## src/hw/rtl/cliq_pkg.sv

```systemverilog
// Shared types and constants of the cliquet path payoff block.
// Holds number formats, register indexes, the queued word and the settings bundle.
// No dependencies.
package cliq_pkg;

   localparam int PRICE_W      = 32;  // unsigned Q16.16
   localparam int DISC_W       = 31;  // unsigned Q1.30
   localparam int MONEY_W      = 40;  // signed Q16.24
   localparam int SUM_W        = MONEY_W + 2;
   localparam int RATIO_FRAC   = 24;
   localparam int DISC_FRAC    = 30;
   localparam int DIV_STEPS    = MONEY_W - 1;
   localparam int DIV_PRE_SHIFT = DIV_STEPS - RATIO_FRAC;
   localparam int MUL_SPLIT    = MONEY_W / 2;
   localparam int PROD_W       = MUL_SPLIT + DISC_W;
   localparam int CSR_INDEX_W  = 3;
   localparam int CSR_DATA_W   = 40;

   localparam logic signed [MONEY_W-1:0] MONEY_MAX    = 40'sh7F_FFFF_FFFF;
   localparam logic signed [MONEY_W-1:0] MONEY_MIN    = 40'sh80_0000_0000;
   localparam logic signed [MONEY_W-1:0] STRIKE_RESET = 40'sd16777216;

   localparam logic [CSR_INDEX_W-1:0] CSR_PUT_SELECT     = 3'd0;
   localparam logic [CSR_INDEX_W-1:0] CSR_STRIKE         = 3'd1;
   localparam logic [CSR_INDEX_W-1:0] CSR_LOCAL_CAP      = 3'd2;
   localparam logic [CSR_INDEX_W-1:0] CSR_LOCAL_FLOOR    = 3'd3;
   localparam logic [CSR_INDEX_W-1:0] CSR_GLOBAL_CAP     = 3'd4;
   localparam logic [CSR_INDEX_W-1:0] CSR_GLOBAL_FLOOR   = 3'd5;
   localparam logic [CSR_INDEX_W-1:0] CSR_ACCRUED_COUPON = 3'd6;
   localparam logic [CSR_INDEX_W-1:0] CSR_PRIOR_FIXING   = 3'd7;

   // What the back end has to do with a fixing.
   typedef enum logic [1:0] {
      OP_STORE,     // no previous price: nothing is added
      OP_SATURATE,  // ratio would not fit, or the previous price is zero
      OP_DIVIDE     // ratio is computed by the divider
   } op_type;

   typedef struct packed {
      op_type               op;
      logic [PRICE_W-1:0]   price;
      logic [PRICE_W-1:0]   divisor;
      logic [DISC_W-1:0]    discount;
      logic                 first;
      logic                 last;
   } item_type;

   typedef struct packed {
      logic                        put_select;
      logic signed [MONEY_W-1:0]   strike;
      logic signed [MONEY_W-1:0]   local_cap;
      logic signed [MONEY_W-1:0]   local_floor;
      logic signed [MONEY_W-1:0]   global_cap;
      logic signed [MONEY_W-1:0]   global_floor;
      logic signed [MONEY_W-1:0]   accrued_coupon;
      logic [PRICE_W-1:0]          prior_fixing;
   } cfg_type;

endpackage

```

## src/hw/rtl/cliq_front.sv

```systemverilog
// Front end: accepts fixings, tracks the previous price and classifies each word.
// Depends on cliq_pkg.
module cliq_front (
   input  logic                          clock,
   input  logic                          reset,
   input  cliq_pkg::cfg_type             cfg,
   input  logic                          req_push,
   output logic                          req_full,
   input  logic [cliq_pkg::PRICE_W-1:0]  req_fixing_price,
   input  logic [cliq_pkg::DISC_W-1:0]   req_discount,
   input  logic                          req_first_of_path,
   input  logic                          req_last_of_path,
   input  logic                          q_full,
   output logic                          q_push,
   output cliq_pkg::item_type            q_item
);
   import cliq_pkg::*;

   logic [PRICE_W-1:0] prev_ff, prev_in;
   logic               have_ff, have_in;
   logic [PRICE_W-1:0] prev_eff;
   logic               have_eff;
   logic [PRICE_W-1:0] price_top;

   assign req_full  = q_full;
   assign q_push    = req_push && !q_full;
   assign price_top = req_fixing_price >> DIV_PRE_SHIFT;

   always_comb begin
      // A path start replaces the stored price with the prior fixing.
      prev_eff = req_first_of_path ? cfg.prior_fixing : prev_ff;
      have_eff = req_first_of_path ? (cfg.prior_fixing != '0) : have_ff;

      q_item.price    = req_fixing_price;
      q_item.divisor  = prev_eff;
      q_item.discount = req_discount;
      q_item.first    = req_first_of_path;
      q_item.last     = req_last_of_path;
      // The quotient overflows the ratio range exactly when the upper price
      // bits reach the divisor; a zero divisor falls in the same case.
      priority if (!have_eff) begin
         q_item.op = OP_STORE;
      end else if (price_top >= prev_eff) begin
         q_item.op = OP_SATURATE;
      end else begin
         q_item.op = OP_DIVIDE;
      end

      prev_in = q_push ? req_fixing_price : prev_ff;
      have_in = q_push ? 1'b1 : have_ff;
   end

   always_ff @(posedge clock) begin
      if (reset) begin
         prev_ff <= '0;
         have_ff <= 1'b0;
      end else begin
         prev_ff <= prev_in;
         have_ff <= have_in;
      end
   end

endmodule

```

## config.mk

```make
export PLATFORM = sky130hd
export DESIGN_NAME = cliq_front
export DESIGN_NICKNAME = d
export VERILOG_FILES = /design/src/hw/rtl/cliq_pkg.sv /design/src/hw/rtl/cliq_front.sv
export SDC_FILE = /design/constraint.sdc
export NUM_CORES = 1
export LEC_CHECK = 0
export BUFFER_PORTS_ARGS = -buffer_cell sky130_fd_sc_hd__buf_2
export CORE_AREA = 8 8 166 168
export DETAILED_ROUTE_END_ITERATION = 12
export DIE_AREA = 0 0 174 176
export SLEW_MARGIN = 0
export SYNTH_ARGS = -nofsm -noshare
export SYNTH_HDL_FRONTEND = slang
export SYNTH_SLANG_ARGS = --single-unit
```

## constraint.sdc

```tcl
create_clock -name clock -period 8.72 [get_ports clock]
set_input_delay 0.872 -clock clock [delete_from_list [all_inputs] [get_ports clock]]
set_output_delay 0.872 -clock clock [all_outputs]
set_load 0.01 [all_outputs]
```

# After elaboration in Yosys (flattened, before gate mapping)
# Index checks and enable logic that the tools add are counted.
[classes]
order_cmp = 1
mux = 4
reduce_logical = 3
[op_table]
columns = ["operator", "count"]
rows = [
  ["17-bit by 32-bit >= comparator with 1-bit output", 1],
  ["32-bit 2-to-1 mux", 1],
  ["32-bit nonzero test", 1],
  ["2-bit 2-to-1 mux", 2],
  ["1-bit logical AND", 1],
  ["1-bit logical NOT", 1],
  ["1-bit 2-to-1 mux", 1],
]
[word_totals]
register_bits = 33
input_bits = 342
output_inout_bits = 101
wordCells = 10

# Logic depth before layout (Yosys ltp)
# Gate-level depths: netlist of the first run.
[depth]
ltp_word = 4
mapped_depth = 9
depth_no_buf = 7

# Least setup slack after synthesis of the first run
# OpenSTA, ideal clock, no wires.
[synth_path]
kind = "input port to output port"
from = "input port req_first_of_path"
to = "output port q_item[97] in the netlist's numbering"
arrival_ns = 3.213
required_ns = 7.848
slack_ns = 4.635
path_stages = 9
n_path_buf = 2
cell_sequence = "clkbuf_1 > buf_2 > mux2_2 > ha_1 > nand2b_1 > a2111oi_0 > or4b_1 > a311o_1 > nor2_1"
[synth_rtl]
columns = ["item", "line_no", "rtl"]
rows = [
  ["start: declaration", "cliq_front.sv:11", "input logic req_first_of_path,"],
  ["end: declaration", "cliq_front.sv:15", "output cliq_pkg::item_type q_item"],
]

==> reports/metrics.csv, run 1 <==
metric,value,unit
finish.instance_area,0.00324,mm2
leakagePower,0.00153,uW
p_per_area,143,mW/mm2
timing.setup.tns,0,ns
finalMaxSlewViolations,0,
placed_cells,715,
use_met1,10.8,%
dpl.hpwl,13500,um
finalNonFillerCells,723,
die_area,0.0306,mm2
drive_above_1_share,41.7,%
arrival,3.93,ns
cts_tree,done,
viasPerCell,3.27,
busiest_layer,met2,
port_buffers,137,
crit_family,simple AND/OR/NAND/NOR gates,
die_w,174,um
drc,0,
cp_common_cell,buf_2,
synth.distinct_cells,28,
clock_path_buffers,2,
status,"complete, no violations",
ys_top_cells_by_count,"nand2_1 (68), buf_4 (66), a21oi_1 (38)",
syn_nets,686,
cts_resized,0,
cts_buffers,5,
clkTransAtPathRegs,0.06,ns
postPlaceCellArea,0.00310,mm2
rsz0062_at_grt,no,
irDropWorstVdd,0.0000531,V
cap_viol_max_count,0,
post-cts-setup-buffers,0,
overflow,0,
htree_levels,2,
period_minus_slack,4.80,ns
synth_top_cell_by_area,dfxtp_1,
skew,0,ns
synth.top_cells.by_area,"dfxtp_1 (26%), buf_4 (19%), nand2_1 (10%)",
antenna_cells,0,
ant_nets,0,
final_hold_viol_count,0,
grt_use_total,9.61,%
crit_fanout,36,
synth_top_area_share,26.0,%
hold_class,reg2reg,
grt_pass1_wl,20200,um
postCtsHoldBufs,0,
cts.sinks,33,
fmaxAchievable,208,MHz
setup_viol,0,
worstPathCellList,buf_2 > mux2i_1 > ha_1 > nand4_2 > nor3_2 > or4b_1 > a311o_1 > nor2b_4 > buf_2,
synth_seq_area_share,26.0,%
cts_root_buf,clkbuf_16,
first_global_vias,2515,
fp-row-count,58,
timing.critical_path.from_type,input pin,
worst_pin_slew,0.957,ns
antenna_found_initial,1,
fin_crit_sh,55.1,%
io_pins,443,
vias,2367,
yosys.cell_count.top_type,nand2_1,
area_growth,27.4,%
yosysWarnings,0,
async_flop_share,0,%
clk_latency,0.28,ns
place_congestion,0.735,
start_util,10.2,%
maxSlewHeadroom,36.2,%
avgRoutedWirePerCell,21.1,um
grt_max_degree,37,
final_net_count,751,
slowest_stage,buf_2,
max_stage_delay,0.72,ns
syn-instance-count,327,
syn_area,0.00254,mm2
first_pass_iters,4,
gr-usage-met2,11.6,%
crit_buf_inv,2,
critPathKind,in2out,
required,7.85,ns
ys_seq_elements,33,
wl,15200,um
endpoint_kind,output port,
avgSynthCellArea,7.78,um2
die_y,176,um
core,0.0248,mm2
met3_usage,11.1,%
ys.flop_type,dfxtp_1,
synth_edf_count,0,
first_iter_violations,118,
## where the power goes
part / internal [uW] / total, uW / switching (uW)
Combinational: 49.7 / 123 / 73.0
Sequential: 158 / 163 / 4.77
Clock: 106 / 176 / 69.6
## placed cells by master, fill, tap and decap left out
cell type,instances
buf_4,2
o21ai_0,2
buf_2,137
or3_1,1
mux2_2,16
nor3_1,1
a311o_1,1
inv_1,19
nand2_1,68
nor4_1,10
a21oi_1,38
nand4_2,1
nor2_1,7
nor2b_4,1
dfxtp_1,33
nand4_1,4
nand2b_1,2
o21a_1,2
nor3_2,1
o31a_2,1
a22oi_1,1
a2111oi_0,2
clkbuf_1,3
or4b_1,1
mux2i_1,16
ha_1,17
clkinv_1,1
clkbuf_16,5
## path summary, 6_finish.rpt
path                          start          end  slack [ns]  depth (start not counted)
setup / recovery  req_first_of_path   q_item[98]        3.92                          9
hold / removal          prev_ff[11]  prev_ff[11]        0.46                          2
setup reg to reg        prev_ff[20]  prev_ff[20]        8.03                          2
hold reg to reg         prev_ff[11]  prev_ff[11]        0.46                          2
## worst register-to-register path: stages, from the launching register on
cell and delay [ns]:
dfxtp_1 0.39, nand2_1 0.07, a21oi_1 0.15
## per-stage QoR
stage               hold WS (ns)  power [uW]  setup slack [ns]  utilization [%]
finish                     0.455         462              3.92             13.0
global route               0.472         492              3.78             13.0
CTS                        0.454         470              3.94             13.0
detailed placement         0.447         291              3.95             12.5
global placement           0.441         289              3.95             12.5
floorplan                  0.434         251              4.63                -
## registers in the layout, summed over array words and instances (netlist names)
name and cells:
prev_ff 32, have_ff 1
## cell type report
cell class / instances / area, um2
Inverter: 20 / 75.1
Timing Repair Buffer: 139 / 701
Multi-Input combinational cell: 193 / 1250
Tap cell: 330 / 413
Clock buffer: 8 / 136
Fill cell: 2886 / 21600
Sequential cell: 33 / 661
## logic make-up (layout without fill, tap and decap cells)
kind of cell	after synthesis	count (layout)	synth area share (%)
compound gates	47	47	10.2
fa+ha+maj	17	17	8.37
buf+inv	101	167	24.8
flops	33	33	26.0
mux	32	32	13.4
simple gates	97	97	17.3
## metal layers
layer	wire length, um	vias to the layer above
met5	13	-
met4	141	2
met3	3730	12
met2	5100	126
met1	6260	1064
li1	-	1163
(Power assumes the default switching activity.)
==> run 2, diff against run 1 <==
--- a/config.mk
+++ b/config.mk
@@ -5,10 +5,11 @@
 export SDC_FILE = /design/constraint.sdc
 export NUM_CORES = 1
 export LEC_CHECK = 0
+export ABC_AREA = 1
 export BUFFER_PORTS_ARGS = -buffer_cell sky130_fd_sc_hd__buf_2
-export CORE_AREA = 8 8 166 168
+export CORE_AREA = 8 8 165 167
 export DETAILED_ROUTE_END_ITERATION = 12
-export DIE_AREA = 0 0 174 176
+export DIE_AREA = 0 0 173 175
 export SLEW_MARGIN = 0
 export SYNTH_ARGS = -nofsm -noshare
 export SYNTH_HDL_FRONTEND = slang
==> constraint.sdc (replaced) <==
create_clock -name clock -period 4.8 [get_ports clock]
set_input_delay 0.48 -clock clock [delete_from_list [all_inputs] [get_ports clock]]
set_output_delay 0.48 -clock clock [all_outputs]
set_load 0.01 [all_outputs]
==> reports/metrics.csv, run 2 <==
metric,value,unit
avgSynthCellArea,6.33,um2
cts.sinks,33,
timing.critical_path.from_type,input pin,
finalMaxSlewViolations,0,
first_global_vias,2800,
largest_register_ffs,32,
power.net_switching,276,uW
arrival,2.95,ns
synth-xor-area-share,0,%
setup_viol,0,
synthMuxAreaShare,0,%
synth.distinct_cells,21,
cts_root_buf,clkbuf_16,
antenna_found_initial,6,
seq_power_share,34.4,%
drive_above_1_share,32.7,%
layout_commonest_cell,nand2_1,
pwr-share-clk,37.7,%
crit_fanout,25,
hold_class,reg2reg,
p_per_area,252,mW/mm2
drc,0,
placed_cells,815,
syn_area,0.00271,mm2
clock_path_buffers,2,
skew,0,ns
synth_simple_gate_area_share,28.5,%
leakagePower,0.00170,uW
grt_use_total,9.48,%
avgRoutedWirePerCell,18.1,um
layout_common_cells,"nand2_1 (138), buf_2 (137), inv_1 (43)",
ant_nets,0,
start_util,11.0,%
first_iter_violations,125,
first_pass_iters,4,
period_minus_slack,3.43,ns
maxSlewHeadroom,25.5,%
max_stage_delay,0.40,ns
ys.flop_type,dfxtp_1,
irDropWorstVdd,0.000125,V
area_growth,24.9,%
p_int,578,uW
place_congestion,0.796,
yosys.cell_count.top_type,nand2_1,
final_hold_viol_count,0,
ys_top_cells_by_count,"nand2_1 (138), buf_4 (67), inv_1 (43)",
endpoint_kind,output port,
status,"complete, no violations",
fp-row-count,58,
die_w,173,um
critPathKind,in2out,
syn-instance-count,429,
cp_common_cell,nand2_1,
synth_compound_area_share,11.5,%
die_area,0.0303,mm2
rsz0062_at_grt,no,
die_y,175,um
dpl.hpwl,13300,um
worst_pin_slew,1.12,ns
cts_buffers,5,
regMostFlops,prev_ff,
fmaxAchievable,292,MHz
port_buffers,137,
synth_top_cell_by_area,dfxtp_1,
fin_crit_sh,71.4,%
io_pins,443,
required,4.32,ns
timing.setup.tns,0,ns
cap_viol_max_count,0,
synth.top_cells.by_area,"dfxtp_1 (24%), nand2_1 (19%), buf_4 (19%)",
htree_levels,2,
top_regs,"prev_ff: 32 flops, have_ff: 1 flops",
synth_seq_area_share,24.3,%
synth-adder-area-share,7.84,%
p_comb_share,27.9,%
wl,14900,um
slowest_stage,buf_2,
syn_nets,788,
postCtsHoldBufs,0,
cts_resized,0,
vias,2769,
core,0.0247,mm2
yosysWarnings,0,
overflow,0,
worstPathCellList,buf_2 > inv_4 > or2_2 > o21ai_0 > ha_1 > nand2_1 > nor2_1 > and2_1 > nor2_1 > nand2_1 > nand2_1 > nand2_1 > nand2_1 > nand2_1 > nor2_1 > buf_2,
clkTransAtPathRegs,0.06,ns
post-cts-setup-buffers,0,
grt_pass1_wl,20100,um
async_flop_share,0,%
cts_tree,done,
synth_edf_count,0,
final_net_count,851,
synth_top_family_by_area,simple AND/OR/NAND/NOR gates,
swShare,32.3,%
grt_max_degree,35,
ys_seq_elements,33,
synth_top_area_share,24.3,%
clk_latency,0.28,ns
finalNonFillerCells,823,
viasPerCell,3.36,
==> run 2: kinds of logic (layout without fill, tap and decap cells) <==
logic type	Yosys count	after routing
other	0	1
AOI/OAI and AO/OA	60	60
DFF	33	33
buffers and inverters	127	190
adders and majority gates	17	17
and+or+nand+nor	192	192
==> run 2: worst paths after layout <==
| path | startpoint | end | slack (ns) | cells after the start |
|---|---|---|---|---|
| worst max register to register | prev_ff[26] | prev_ff[26] | 4.10 | 2 |
| worst min register to register | prev_ff[9] | prev_ff[9] | 0.46 | 2 |
| worst max-delay path | req_first_of_path | q_item[98] | 1.37 | 16 |
| worst min-delay path | prev_ff[9] | prev_ff[9] | 0.46 | 2 |
==> run 2: metrics by stage <==
| stage | cell area (um2) | hold slack [ns] | power, uW | utilization (%) | worst slack, ns |
|---|---|---|---|---|---|
| 4_1_cts | 3390 | 0.452 | 874 | 13.7 | 1.23 |
| 5_1_grt | 3390 | 0.470 | 910 | 13.7 | 1.10 |
| 6_report | 3390 | 0.456 | 854 | 13.7 | 1.37 |
| 3_3_place_gp | 3240 | 0.444 | 542 | 13.1 | 1.25 |
| 2_1_floorplan | 2710 | 0.435 | 469 | - | 2.11 |
| 3_5_place_dp | 3240 | 0.449 | 545 | 13.1 | 1.23 |
==> run 2: critical path: cells and delay by family <==
family | cells | cell delay (ns)
fa+ha+maj | 1 | 0.33
simple gates | 11 | 1.15
compound gates | 1 | 0.19
buf+inv | 3 | 0.76
==> run 2: cell type report <==
type / count / area, um2
fillers: 2939 / 21300
multi-input cells: 269 / 1300
repair buffers: 139 / 701
flip-flops and latches: 33 / 661
well taps: 330 / 413
inverters: 44 / 168
clock buffers: 7 / 143
diodes: 1 / 2.50
==> run 2: power by group through the flow <==
| stage | Clock [uW] | Sequential, uW | Combinational (uW) |
|---|---|---|---|
| 2_1_floorplan | 0 | 298 | 171 |
| 3_5_place_dp | 0 | 300 | 245 |
| 6_report | 322 | 294 | 238 |
| 5_1_grt | 344 | 295 | 271 |
| 3_3_place_gp | 0 | 299 | 243 |
| 4_1_cts | 334 | 294 | 246 |
==> run 2: per-layer routing <==
| layer | wire length (um) | up-vias | part of all wire [%] | track usage [%] |
|---|---|---|---|---|
| met5 | 71 | - | 0.48 | 0 |
| met4 | 113 | 12 | 0.76 | 1.11 |
| met3 | 3390 | 25 | 23 | 9.24 |
| met2 | 5380 | 153 | 36 | 12.4 |
| met1 | 5980 | 1188 | 40 | 11.1 |
| li1 | - | 1391 | - | - |
