### config.mk
export PLATFORM = sky130hd
export DESIGN_NAME = cliq_back
export DESIGN_NICKNAME = d
export VERILOG_FILES = /design/src/hw/rtl/cliq_pkg.sv /design/src/hw/rtl/cliq_div.sv /design/src/hw/rtl/cliq_back.sv
export SDC_FILE = /design/constraint.sdc
export NUM_CORES = 2
export LEC_CHECK = 0
export BUFFER_PORTS_ARGS = -buffer_cell sky130_fd_sc_hd__buf_2
export CORE_MARGIN = 1
export CORE_UTILIZATION = 40
export CTS_CLUSTER_SIZE = 28
export DETAILED_ROUTE_END_ITERATION = 10
export GPL_TIMING_DRIVEN = 0
export SLEW_MARGIN = 10
export SYNTH_ARGS = -nofsm -noshare
export SYNTH_HDL_FRONTEND = slang
export SYNTH_SLANG_ARGS = --single-unit
### constraint.sdc
create_clock -name clock -period 11.5 [get_ports clock]
set_input_delay 0.575 -clock clock [delete_from_list [all_inputs] [get_ports clock]]
set_output_delay 0.575 -clock clock [all_outputs]
set_load 0.02 [all_outputs]
### src/hw/rtl/cliq_pkg.sv
// Shared types and constants of the cliquet path payoff block.
// Holds number formats, register indexes, the queued word and the settings bundle.
// No dependencies.
package cliq_pkg;

   localparam int PRICE_W      = 32;  // unsigned Q16.16
   localparam int DISC_W       = 31;  // unsigned Q1.30
   localparam int MONEY_W      = 40;  // signed Q16.24
   localparam int SUM_W        = MONEY_W + 2;
   localparam int RATIO_FRAC   = 24;
   localparam int DISC_FRAC    = 30;
   localparam int DIV_STEPS    = MONEY_W - 1;
   localparam int DIV_PRE_SHIFT = DIV_STEPS - RATIO_FRAC;
   localparam int MUL_SPLIT    = MONEY_W / 2;
   localparam int PROD_W       = MUL_SPLIT + DISC_W;
   localparam int CSR_INDEX_W  = 3;
   localparam int CSR_DATA_W   = 40;

   localparam logic signed [MONEY_W-1:0] MONEY_MAX    = 40'sh7F_FFFF_FFFF;
   localparam logic signed [MONEY_W-1:0] MONEY_MIN    = 40'sh80_0000_0000;
   localparam logic signed [MONEY_W-1:0] STRIKE_RESET = 40'sd16777216;

   localparam logic [CSR_INDEX_W-1:0] CSR_PUT_SELECT     = 3'd0;
   localparam logic [CSR_INDEX_W-1:0] CSR_STRIKE         = 3'd1;
   localparam logic [CSR_INDEX_W-1:0] CSR_LOCAL_CAP      = 3'd2;
   localparam logic [CSR_INDEX_W-1:0] CSR_LOCAL_FLOOR    = 3'd3;
   localparam logic [CSR_INDEX_W-1:0] CSR_GLOBAL_CAP     = 3'd4;
   localparam logic [CSR_INDEX_W-1:0] CSR_GLOBAL_FLOOR   = 3'd5;
   localparam logic [CSR_INDEX_W-1:0] CSR_ACCRUED_COUPON = 3'd6;
   localparam logic [CSR_INDEX_W-1:0] CSR_PRIOR_FIXING   = 3'd7;

   // What the back end has to do with a fixing.
   typedef enum logic [1:0] {
      OP_STORE,     // no previous price: nothing is added
      OP_SATURATE,  // ratio would not fit, or the previous price is zero
      OP_DIVIDE     // ratio is computed by the divider
   } op_type;

   typedef struct packed {
      op_type               op;
      logic [PRICE_W-1:0]   price;
      logic [PRICE_W-1:0]   divisor;
      logic [DISC_W-1:0]    discount;
      logic                 first;
      logic                 last;
   } item_type;

   typedef struct packed {
      logic                        put_select;
      logic signed [MONEY_W-1:0]   strike;
      logic signed [MONEY_W-1:0]   local_cap;
      logic signed [MONEY_W-1:0]   local_floor;
      logic signed [MONEY_W-1:0]   global_cap;
      logic signed [MONEY_W-1:0]   global_floor;
      logic signed [MONEY_W-1:0]   accrued_coupon;
      logic [PRICE_W-1:0]          prior_fixing;
   } cfg_type;

endpackage

### src/hw/rtl/cliq_div.sv
// Radix-2 restoring divider for the performance ratio (price << 24) / previous.
// Depends on cliq_pkg. The caller guarantees the quotient fits in DIV_STEPS bits.
module cliq_div (
   input  logic                            clock,
   input  logic                            reset,
   input  logic                            start,
   input  logic [cliq_pkg::PRICE_W-1:0]    price,
   input  logic [cliq_pkg::PRICE_W-1:0]    divisor,
   output logic                            done,
   output logic [cliq_pkg::DIV_STEPS-1:0]  quotient
);
   import cliq_pkg::*;

   localparam int CNT_W = $clog2(DIV_STEPS);

   logic                 busy_ff, busy_in;
   logic                 done_ff, done_in;
   logic [CNT_W-1:0]     cnt_ff, cnt_in;
   logic [PRICE_W-1:0]   rem_ff, rem_in;
   logic [PRICE_W-1:0]   div_ff, div_in;
   logic [DIV_STEPS-1:0] sh_ff, sh_in;
   logic [DIV_STEPS-1:0] q_ff, q_in;
   logic [PRICE_W:0]     trial;
   logic [PRICE_W:0]     trial_diff;
   logic                 fits;

   assign done       = done_ff;
   assign quotient   = q_ff;
   assign trial      = {rem_ff, sh_ff[DIV_STEPS-1]};
   assign trial_diff = trial - {1'b0, div_ff};
   assign fits       = (trial >= {1'b0, div_ff});

   always_comb begin
      busy_in = busy_ff;
      done_in = 1'b0;
      cnt_in  = cnt_ff;
      rem_in  = rem_ff;
      div_in  = div_ff;
      sh_in   = sh_ff;
      q_in    = q_ff;
      if (start) begin
         // The upper price bits are already below the divisor, so the
         // remaining DIV_STEPS dividend bits each yield one quotient bit.
         busy_in = 1'b1;
         cnt_in  = '0;
         rem_in  = price >> DIV_PRE_SHIFT;
         div_in  = divisor;
         sh_in   = {price[DIV_PRE_SHIFT-1:0], RATIO_FRAC'(0)};
         q_in    = '0;
      end else if (busy_ff) begin
         rem_in = fits ? trial_diff[PRICE_W-1:0] : trial[PRICE_W-1:0];
         sh_in  = sh_ff << 1;
         q_in   = {q_ff[DIV_STEPS-2:0], fits};
         cnt_in = cnt_ff + 1'b1;
         if (cnt_ff == CNT_W'(DIV_STEPS - 1)) begin
            busy_in = 1'b0;
            done_in = 1'b1;
         end
      end
   end

   always_ff @(posedge clock) begin
      cnt_ff <= cnt_in;
      rem_ff <= rem_in;
      div_ff <= div_in;
      sh_ff  <= sh_in;
      q_ff   <= q_in;
      if (reset) begin
         busy_ff <= 1'b0;
         done_ff <= 1'b0;
      end else begin
         busy_ff <= busy_in;
         done_ff <= done_in;
      end
   end

endmodule

### src/hw/rtl/cliq_back.sv
// Back end: ratio, payoff, clamp, discount, accumulate and the result register.
// Depends on cliq_pkg and cliq_div.
module cliq_back (
   input  logic                                clock,
   input  logic                                reset,
   input  cliq_pkg::cfg_type                   cfg,
   input  logic                                q_empty,
   input  cliq_pkg::item_type                  q_item,
   output logic                                q_pop,
   input  logic                                rsp_pop,
   output logic                                rsp_empty,
   output logic signed [cliq_pkg::MONEY_W-1:0] rsp_path_value,
   output logic                                rsp_saturated
);
   import cliq_pkg::*;

   localparam int WIDE_W = PROD_W + MUL_SPLIT;

   typedef enum logic [3:0] {
      S_IDLE,
      S_DIVIDE,
      S_PAYOFF,
      S_MAGNITUDE,
      S_MUL_LO,
      S_MUL_HI,
      S_SCALE,
      S_ACCUM,
      S_FINISH
   } state_type;

   state_type                  state_ff, state_in;
   item_type                   item_ff, item_in;
   logic [MONEY_W-1:0]         ratio_ff, ratio_in;
   logic signed [MONEY_W-1:0]  pay_ff, pay_in;
   logic                       neg_ff, neg_in;
   logic [MONEY_W-1:0]         mag_ff, mag_in;
   logic [PROD_W-1:0]          pp_ff, pp_in;
   logic [PROD_W-1:0]          lo_ff, lo_in;
   logic [MONEY_W-1:0]         scaled_ff, scaled_in;
   logic signed [MONEY_W-1:0]  sum_ff, sum_in;
   logic                       sticky_ff, sticky_in;
   logic                       rsp_valid_ff, rsp_valid_in;
   logic signed [MONEY_W-1:0]  rsp_value_ff, rsp_value_in;
   logic                       rsp_sat_ff, rsp_sat_in;

   logic                       div_start;
   logic                       div_done;
   logic [DIV_STEPS-1:0]       div_quotient;

   logic signed [MONEY_W:0]    ratio_x, strike_x, floor_x, cap_x;
   logic signed [MONEY_W:0]    diff, pay_pos, pay_lo, pay_hi;
   logic [WIDE_W-1:0]          wide;
   logic [SUM_W-1:0]           term, sum_wide;
   logic                       over, under;
   logic signed [MONEY_W-1:0]  glob_lo, glob_out;

   cliq_div u_div (
      .clock    (clock),
      .reset    (reset),
      .start    (div_start),
      .price    (q_item.price),
      .divisor  (q_item.divisor),
      .done     (div_done),
      .quotient (div_quotient)
   );

   assign rsp_empty      = !rsp_valid_ff;
   assign rsp_path_value = rsp_value_ff;
   assign rsp_saturated  = rsp_sat_ff;

   // Period payoff: vanilla call or put on the ratio, then the local clamp.
   always_comb begin
      ratio_x  = $signed({ratio_ff[MONEY_W-1], ratio_ff});
      strike_x = $signed({cfg.strike[MONEY_W-1], cfg.strike});
      floor_x  = $signed({cfg.local_floor[MONEY_W-1], cfg.local_floor});
      cap_x    = $signed({cfg.local_cap[MONEY_W-1], cfg.local_cap});
      diff     = cfg.put_select ? (strike_x - ratio_x) : (ratio_x - strike_x);
      pay_pos  = diff[MONEY_W] ? '0 : diff;
      pay_lo   = (pay_pos < floor_x) ? floor_x : pay_pos;
      pay_hi   = (pay_lo > cap_x) ? cap_x : pay_lo;
   end

   // Discounted term and the saturating sum.
   always_comb begin
      wide     = {pp_ff, MUL_SPLIT'(0)} + WIDE_W'(lo_ff);
      term     = SUM_W'(scaled_ff);
      sum_wide = {{(SUM_W - MONEY_W){sum_ff[MONEY_W-1]}}, sum_ff}
                 + (neg_ff ? ~term : term) + SUM_W'(neg_ff);
      over     = !sum_wide[SUM_W-1] && (sum_wide[SUM_W-2:MONEY_W-1] != '0);
      under    = sum_wide[SUM_W-1] && (sum_wide[SUM_W-2:MONEY_W-1] != '1);
      glob_lo  = (sum_ff < cfg.global_floor) ? cfg.global_floor : sum_ff;
      glob_out = (glob_lo > cfg.global_cap) ? cfg.global_cap : glob_lo;
   end

   always_comb begin
      state_in     = state_ff;
      item_in      = item_ff;
      ratio_in     = ratio_ff;
      pay_in       = pay_ff;
      neg_in       = neg_ff;
      mag_in       = mag_ff;
      pp_in        = pp_ff;
      lo_in        = lo_ff;
      scaled_in    = scaled_ff;
      sum_in       = sum_ff;
      sticky_in    = sticky_ff;
      rsp_valid_in = rsp_valid_ff;
      rsp_value_in = rsp_value_ff;
      rsp_sat_in   = rsp_sat_ff;
      q_pop        = 1'b0;
      div_start    = 1'b0;

      if (rsp_pop && rsp_valid_ff) begin
         rsp_valid_in = 1'b0;
      end

      unique case (state_ff)
         S_IDLE: begin
            if (!q_empty) begin
               q_pop   = 1'b1;
               item_in = q_item;
               if (q_item.first) begin
                  sum_in    = cfg.accrued_coupon;
                  sticky_in = 1'b0;
               end
               unique case (q_item.op)
                  OP_STORE: begin
                     state_in = S_FINISH;
                  end
                  OP_SATURATE: begin
                     ratio_in  = MONEY_MAX;
                     sticky_in = 1'b1;
                     state_in  = S_PAYOFF;
                  end
                  OP_DIVIDE: begin
                     div_start = 1'b1;
                     state_in  = S_DIVIDE;
                  end
                  default: begin
                     state_in = S_FINISH;
                  end
               endcase
            end
         end
         S_DIVIDE: begin
            if (div_done) begin
               ratio_in = MONEY_W'(div_quotient);
               state_in = S_PAYOFF;
            end
         end
         S_PAYOFF: begin
            pay_in   = pay_hi[MONEY_W-1:0];
            state_in = S_MAGNITUDE;
         end
         S_MAGNITUDE: begin
            neg_in   = pay_ff[MONEY_W-1];
            mag_in   = pay_ff[MONEY_W-1] ? (~pay_ff + 1'b1) : pay_ff;
            state_in = S_MUL_LO;
         end
         S_MUL_LO: begin
            pp_in    = PROD_W'(mag_ff[MUL_SPLIT-1:0]) * PROD_W'(item_ff.discount);
            state_in = S_MUL_HI;
         end
         S_MUL_HI: begin
            lo_in    = pp_ff;
            pp_in    = PROD_W'(mag_ff[MONEY_W-1:MUL_SPLIT]) * PROD_W'(item_ff.discount);
            state_in = S_SCALE;
         end
         S_SCALE: begin
            scaled_in = wide[DISC_FRAC+MONEY_W-1:DISC_FRAC];
            state_in  = S_ACCUM;
         end
         S_ACCUM: begin
            priority if (over) begin
               sum_in    = MONEY_MAX;
               sticky_in = 1'b1;
            end else if (under) begin
               sum_in    = MONEY_MIN;
               sticky_in = 1'b1;
            end else begin
               sum_in = sum_wide[MONEY_W-1:0];
            end
            state_in = S_FINISH;
         end
         S_FINISH: begin
            if (!item_ff.last) begin
               state_in = S_IDLE;
            end else if (!rsp_valid_ff) begin
               rsp_valid_in = 1'b1;
               rsp_value_in = glob_out;
               rsp_sat_in   = sticky_ff;
               state_in     = S_IDLE;
            end
         end
         default: begin
            state_in = S_IDLE;
         end
      endcase
   end

   always_ff @(posedge clock) begin
      item_ff      <= item_in;
      ratio_ff     <= ratio_in;
      pay_ff       <= pay_in;
      neg_ff       <= neg_in;
      mag_ff       <= mag_in;
      pp_ff        <= pp_in;
      lo_ff        <= lo_in;
      scaled_ff    <= scaled_in;
      rsp_value_ff <= rsp_value_in;
      rsp_sat_ff   <= rsp_sat_in;
      if (reset) begin
         state_ff     <= S_IDLE;
         sum_ff       <= '0;
         sticky_ff    <= 1'b0;
         rsp_valid_ff <= 1'b0;
      end else begin
         state_ff     <= state_in;
         sum_ff       <= sum_in;
         sticky_ff    <= sticky_in;
         rsp_valid_ff <= rsp_valid_in;
      end
   end

endmodule

### Yosys cells after proc, flatten, opt, wreduce, memory -nomap -nowiden

Cells that the tools add are included.

| cells by class | value |
|---|---|
| add/sub/neg operators | 8 |
| $mul | 2 |
| eq/ne operators | 19 |
| reductions and logical operators | 18 |
| $lt $le $gt $ge | 5 |
| bitwise gates (word level) | 5 |
| mux-type cells | 48 |

Operator list:

| cell | count |
|---|---|
| 40-bit 2-to-1 mux | 11 |
| 40-bit one-hot mux with 2 select lines | 2 |
| 39-bit 2-to-1 mux | 3 |
| 20-bit by 31-bit multiplier with 51-bit output | 2 |
| 51-bit one-hot mux with 2 select lines | 1 |
| 41-bit 2-to-1 mux | 2 |
| 40-bit by 40-bit subtractor with 41-bit output | 2 |
| 70-bit by 51-bit adder with 70-bit output | 1 |
| 42-bit by 1-bit adder with 42-bit output | 1 |
| 42-bit adder | 1 |
| 42-bit 2-to-1 mux | 1 |
| 40-bit NOT with 42-bit output | 1 |
| 41-bit by 40-bit greater-than comparator with 1-bit output | 1 |
| 41-bit by 40-bit < comparator with 1-bit output | 1 |
| 40-bit by 1-bit adder with 40-bit output, second input constant | 1 |
| 40-bit greater-than comparator | 1 |
| 40-bit < comparator | 1 |
| 40-bit NOT | 1 |
| 4-bit one-hot mux with 9 select lines | 1 |
| 17-bit 2-to-1 mux | 2 |
| 33-bit by 32-bit >= comparator with 1-bit output | 1 |
| 32-bit 2-to-1 mux | 1 |
| 32-bit subtractor | 1 |
| 1-bit 2-to-1 mux | 18 |
| 24 further kinds | 47 |

| storage, ports and cells | value |
|---|---|
| output and inout bits | 43 |
| logic and storage cells | 129 |
| input port bits | 376 |
| register bits after elaboration | 508 |

### Depth between registers and ports, before layout

| logic depth | value |
|---|---|
| depth after elaboration | 9 |
| gate-level depth with buffers | 47 |
| gate-level depth less buffers | 45 |

### Hierarchy

Synthesis repeated with hierarchy kept, for this count alone.

| unflattened totals | value |
|---|---|
| cell total of the unflattened synthesis | 8300 |
| area, all modules | 74333.8 µm² |

By module, submodules not included:

| module | instances | area each (µm²) | seq. area each (µm²) | cells an instance |
|---|---|---|---|---|
| cliq_back | 1 | 67380.9 | 10380.0 | 7585 |
| cliq_div | 1 | 6952.9 | 3163.0 | 715 |

### Least setup slack after synthesis

Ideal clock, no wire load.

| timing path | value |
|---|---|
| path type | input-to-reg |
| start point | in cfg[232] (netlist name) |
| end point | reg pay_ff[25] (data pin) |
| required time | 11240 ps |
| setup time | 260 ps |
| arrival time | 8452 ps |
| stages on the path | 42 |
| buffers on the path | 4 |
| path slack | 2788 ps |
| cells stage by stage | ha_1 inv_1 fa_1 a21o_1 a21oi_1 o221ai_1 a221oi_1 o21ai_0 and3_1 nor2_1 clkbuf_1 nor2_1 ha_1 a21o_1 a21oi_1 nor2b_1 o21ai_0 nand2b_1 [... 6 more ...] a211o_1 ha_1 clkbuf_1 clkbuf_1 mux2_2 ha_1 nor2b_1 o21a_1 o21a_1 o21a_1 o21a_1 o21ai_0 a21oi_1 o311a_1 o21ai_0 mux2i_1 clkbuf_1 mux2_2 |

| on the way | value |
|---|---|
| word-level cells in the longest chain between the ends | 7 |
| elaborated cells between the ends (all ways) | 8 |
| classes of those cells | add/sub: 2; order compare: 2; mux: 4 |

Ends and longest elaborated chain:

| element | RTL line | RTL |
|---|---|---|
| start: declaration | cliq_back.sv:6 | `input cliq_pkg::cfg_type cfg,` |
| 40-bit by 40-bit subtractor with 41-bit output | cliq_back.sv:77 | `diff = cfg.put_select ? (strike_x - ratio_x) : (ratio_x - strike_x);` |
| 41-bit 2-to-1 mux (*) | cliq_back.sv:77 |  |
| 40-bit 2-to-1 mux (*) | cliq_back.sv:78 | `pay_pos = diff[MONEY_W] ? '0 : diff;` |
| 41-bit by 40-bit < comparator with 1-bit output | cliq_back.sv:79 | `pay_lo = (pay_pos < floor_x) ? floor_x : pay_pos;` |
| 41-bit 2-to-1 mux (*) | cliq_back.sv:79 |  |
| 41-bit by 40-bit greater-than comparator with 1-bit output | cliq_back.sv:80 | `pay_hi = (pay_lo > cap_x) ? cap_x : pay_lo;` |
| 40-bit 2-to-1 mux (*) | cliq_back.sv:80 |  |
| via pay_hi[25] | cliq_back.sv:51 | `logic signed [MONEY_W:0] diff, pay_pos, pay_lo, pay_hi;` |
| end signal: assignment | cliq_back.sv:204 | `pay_ff <= pay_in;` |
| end: declaration | cliq_back.sv:34 | `logic signed [MONEY_W-1:0] pay_ff, pay_in;` |

Mark *: on every way through the listed nets, which the timed path passes. The rest lies on a longest branch.
A chain may end at the register's enable or synchronous reset.

### Worst setup path in the final report

| timing path | value |
|---|---|
| start point | reg ratio_ff[0] |
| end point | reg pay_ff[19] (data pin) |

| on the way | value |
|---|---|
| word-level cells in the longest chain between the ends | 7 |
| elaborated cells between the ends (all ways) | 8 |
| classes of those cells | add/sub: 2; order compare: 2; mux: 4 |

Ends and longest elaborated chain:

| element | RTL line | RTL |
|---|---|---|
| start: declaration | cliq_back.sv:33 | `logic [MONEY_W-1:0] ratio_ff, ratio_in;` |
| start signal: assignment | cliq_back.sv:203 | `ratio_ff <= ratio_in;` |
| 40-bit by 40-bit subtractor with 41-bit output | cliq_back.sv:77 |  |
| 41-bit 2-to-1 mux (*) | cliq_back.sv:77 |  |
| 40-bit 2-to-1 mux (*) | cliq_back.sv:78 |  |
| 41-bit by 40-bit < comparator with 1-bit output | cliq_back.sv:79 |  |
| 41-bit 2-to-1 mux (*) | cliq_back.sv:79 |  |
| 41-bit by 40-bit greater-than comparator with 1-bit output | cliq_back.sv:80 |  |
| 40-bit 2-to-1 mux (*) | cliq_back.sv:80 |  |
| via pay_hi[19] | cliq_back.sv:51 |  |

Marks and branches as above.

==> reports/summary.txt <==
Synth area leaders: fa_1, edfxtp_1, ha_1
largest net degree at the start of global routing: 34
final hold violation count: 0
post-synth top area cell: fa_1
status: finished clean
Post-Synth Adder-Cell Area: 0.402
ys flop type: edfxtp_1
Ys Warns: 0
hold_sp: q_item[12]
FP Rows: 155
transition time of the tightest slew-check pin: 1.44 ns
TritonCTS clock tree: built
simple-gate portion of the synthesized area: 0.152
clock sink count: 487
family with the most delay on the worst path: compound AO/OA/AOI/OAI gates
mux share of post-synthesis cell area: 0.0312
Synth Instances: 7,974
r2r setup slk: 0.62 ns
crit path launch type: flip-flop
delay of the slowest critical-path stage: 0.50 ns
final std cells w/o fill: 10,874
final setup vio count: 0
core box area: 179,000 µm²
fraction of layout cells with a size suffix above 1: 0.0822
Seq/Total Area, Yosys: 0.187
synthesized flop and latch total: 487
Post-synth top cells: inv_1, nand2_1, fa_1, ha_1, and2_1
initial drt markers: 4,716
vias in the first global route: 60,502
net count after synthesis: 10,057
CP Class: reg -> reg
element type at the critical path end: flip-flop
Syn Area/Cell: 9.10 µm²
Routed Antenna Nets: 0
Max clock buf depth: 3
CP required: 11.93 ns
RD Place Congestion: 1.01
DRC viols: 0
gr usage total: 0.278
count leader, synth: inv_1
multi-input logic area: 52,600 µm²
first-pass GRT wire length: 381 mm
crit path buf inv count: 8
Max Fanout on Critical Path: 10
Async SR Flop Fraction: 0
Compound-Gate Fraction of Synth Area: 0.101
number of synthesized flops with an enable pin: 379
crit path DAT: 11.31 ns
max_cap viols: 0
R2R depth: 45
Die W: 428 µm
Fmax achieved: 91.9 MHz
synthesized area: 72,600 µm²
largest family of logic cells by synthesized area: adder cells
xor-xnor portion of the synthesized cell area: 0.0374
Storage cell area: 13,500 µm²
DRT Wirelength: 257 mm
Final WS setup: 0.623 ns
Core Util, Final: 0.446
Filler Cells Inserted: 17,501
max-slew violations: 0
hold path cells: 1
drt pass-1 iters: 6
Vias/cell: 5.42
pre-CTS setup slack: -1.30 ns
post-detail-place hpwl: 216 mm
H-tree depth: 2
die height: 428 µm
initial antenna violation count: 39
Hold WC Path Type: in -> reg
Final #Nets: 10,533
min Tclk post-route: 10.88 ns
Max Clock Skew: 0.0515 ns
Root Driver: clkbuf_16
Yosys top cell area share: 0.287
clock buffer count from CTS: 58
Placed Cells: 10,732
Rel. slew slack: 0.0369
Distinct cells, synth: 78
via count: 58,946
port bufs: 384
Skew-Pair Late Insertion Delay: 0.71 ns
Clk pin slew, worst setup/hold paths: 0.06 ns
WHS: 0.0511 ns
Min-Delay Endpoint: item_ff[12]
worst r2r dst: pay_ff[19]
total gr overflow: 0
Die ar.: 183,000 µm²
I/O pin cnt: 419
RR Startpoint: ratio_ff[0]
P&R area growth vs syn: 10.2%
Critical-path top delay cell: ha_2
WL per Instance: 23.6 µm
RSZ-0062 raised after global routing: false
Final Cycle Share: 0.946
Critical Path Start: ratio_ff[0]
Initial Utilization: 0.405
==> worst max-delay path by stage <==
stage	to	slack [ns]	depth (start not counted)
floorplan	pay_ff[25]	2.79	42
global placement	pay_ff[32]	-1.42	45
detailed placement	pay_ff[32]	-1.30	45
CTS	pay_ff[32]	0.08	44
global route	pay_ff[19]	0.10	45
finish	pay_ff[19]	0.62	45
==> layout make-up <==
class                      instances  share of cell area
multi-input combinational       5753               0.657
sequential                       487               0.169
inverter                        1332              0.0625
tap                             2355              0.0368
timing repair buffer             417              0.0286
clock buffer                      70              0.0197
buffer                           401              0.0192
clock inverter                    39             0.00593
antenna                           20            0.000625
==> cells in the final DEF (no fill, tap or decap), types with 13 or more instances in the layout <==
cell              n
o21a_1           39
ha_1            666
mux2i_1          87
nor2b_1          55
mux2_2          123
o21bai_1         31
a21o_1          187
nand2b_1         45
edfxtp_1        379
dfxtp_1         108
a211oi_1         38
and3_1           44
nand4_1          79
nand2_1        1156
inv_1          1332
dlygate4sd3_1    13
buf_2           392
a311oi_1         43
clkbuf_16        60
clkbuf_1        376
xnor2_1         169
a31oi_1          33
diode_2          20
xor2_1          141
or2_2            17
clkbuf_2         13
and4_1           17
and2_1          410
nand3_1          51
o211ai_1         26
fa_1           1040
nor2_1          328
nor3_1           59
o31ai_1          28
or3_1            59
a21oi_1         391
o21ai_0         223
==> metrics by stage <==
| step | setup TNS [ns] | instance area (µm²) |
|---|---|---|
| 4_1_cts | 0 | 79900 |
| 5_1_grt | 0 | 80000 |
| 2_1_floorplan | 0 | 72600 |
| 3_3_place_gp | -33.26 | 77500 |
| 6_report | 0 | 80000 |
| 3_5_place_dp | -28.96 | 77700 |
==> worst register-to-register path: cells and delay by family, from the launching register on <==
kind,cells,cell delay (ns)
buffers and inverters,8,2.06
AO/OA/AOI/OAI,23,5.18
adder cells (fa/ha/maj),5,1.55
AND/OR/NAND/NOR,7,0.88
flip-flops,1,0.39
multiplexers,2,0.54
==> logic make-up (layout without fill, tap and decap cells) <==
logic type	Yosys count	in the layout
xor gates and xnor gates	310	310
DFF	487	487
buffers and inverters	1734	2259
other	0	20
adders and majority gates	1707	1707
muxes	211	211
AOI/OAI and AO/OA	1157	1157
and+or+nand+nor	2368	2368
==> flip-flops by register name, summed over array words and instances (netlist names), 4 cells and up <==
name,cells
rsp_path_value,40
sum_ff,40
item_ff,32
u_div.sh_ff,15
u_div.cnt_ff,6
u_div.div_ff,32
lo_ff,31
mag_ff,40
pay_ff,40
scaled_ff,40
ratio_ff,39
u_div.quotient,39
state_ff,4
pp_ff,51
u_div.rem_ff,32
==> routing by layer <==
layer / vias up / track usage / wire length [µm]
li1: 26643 / - / -
met1: 29596 / 0.358 / 104000
met2: 2181 / 0.450 / 118000
met3: 500 / 0.0471 / 19000
met4: 26 / 0.142 / 15700
met5: - / 0 / 173
==> repair_timing <==
| item | CTS | global route |
|---|---|---|
| endpoints found under the hold margin | 13 | 0 |
| resized for setup | 5 | 15 |
| setup endpoints to repair | 34 | 34 |
| buffers inserted | 0 | 1 |
| hold buffers | 13 | 0 |
Power is left out: the tool's default activity adds up to more than one toggle a clock period on the data nets, which glitch-free logic cannot reach.
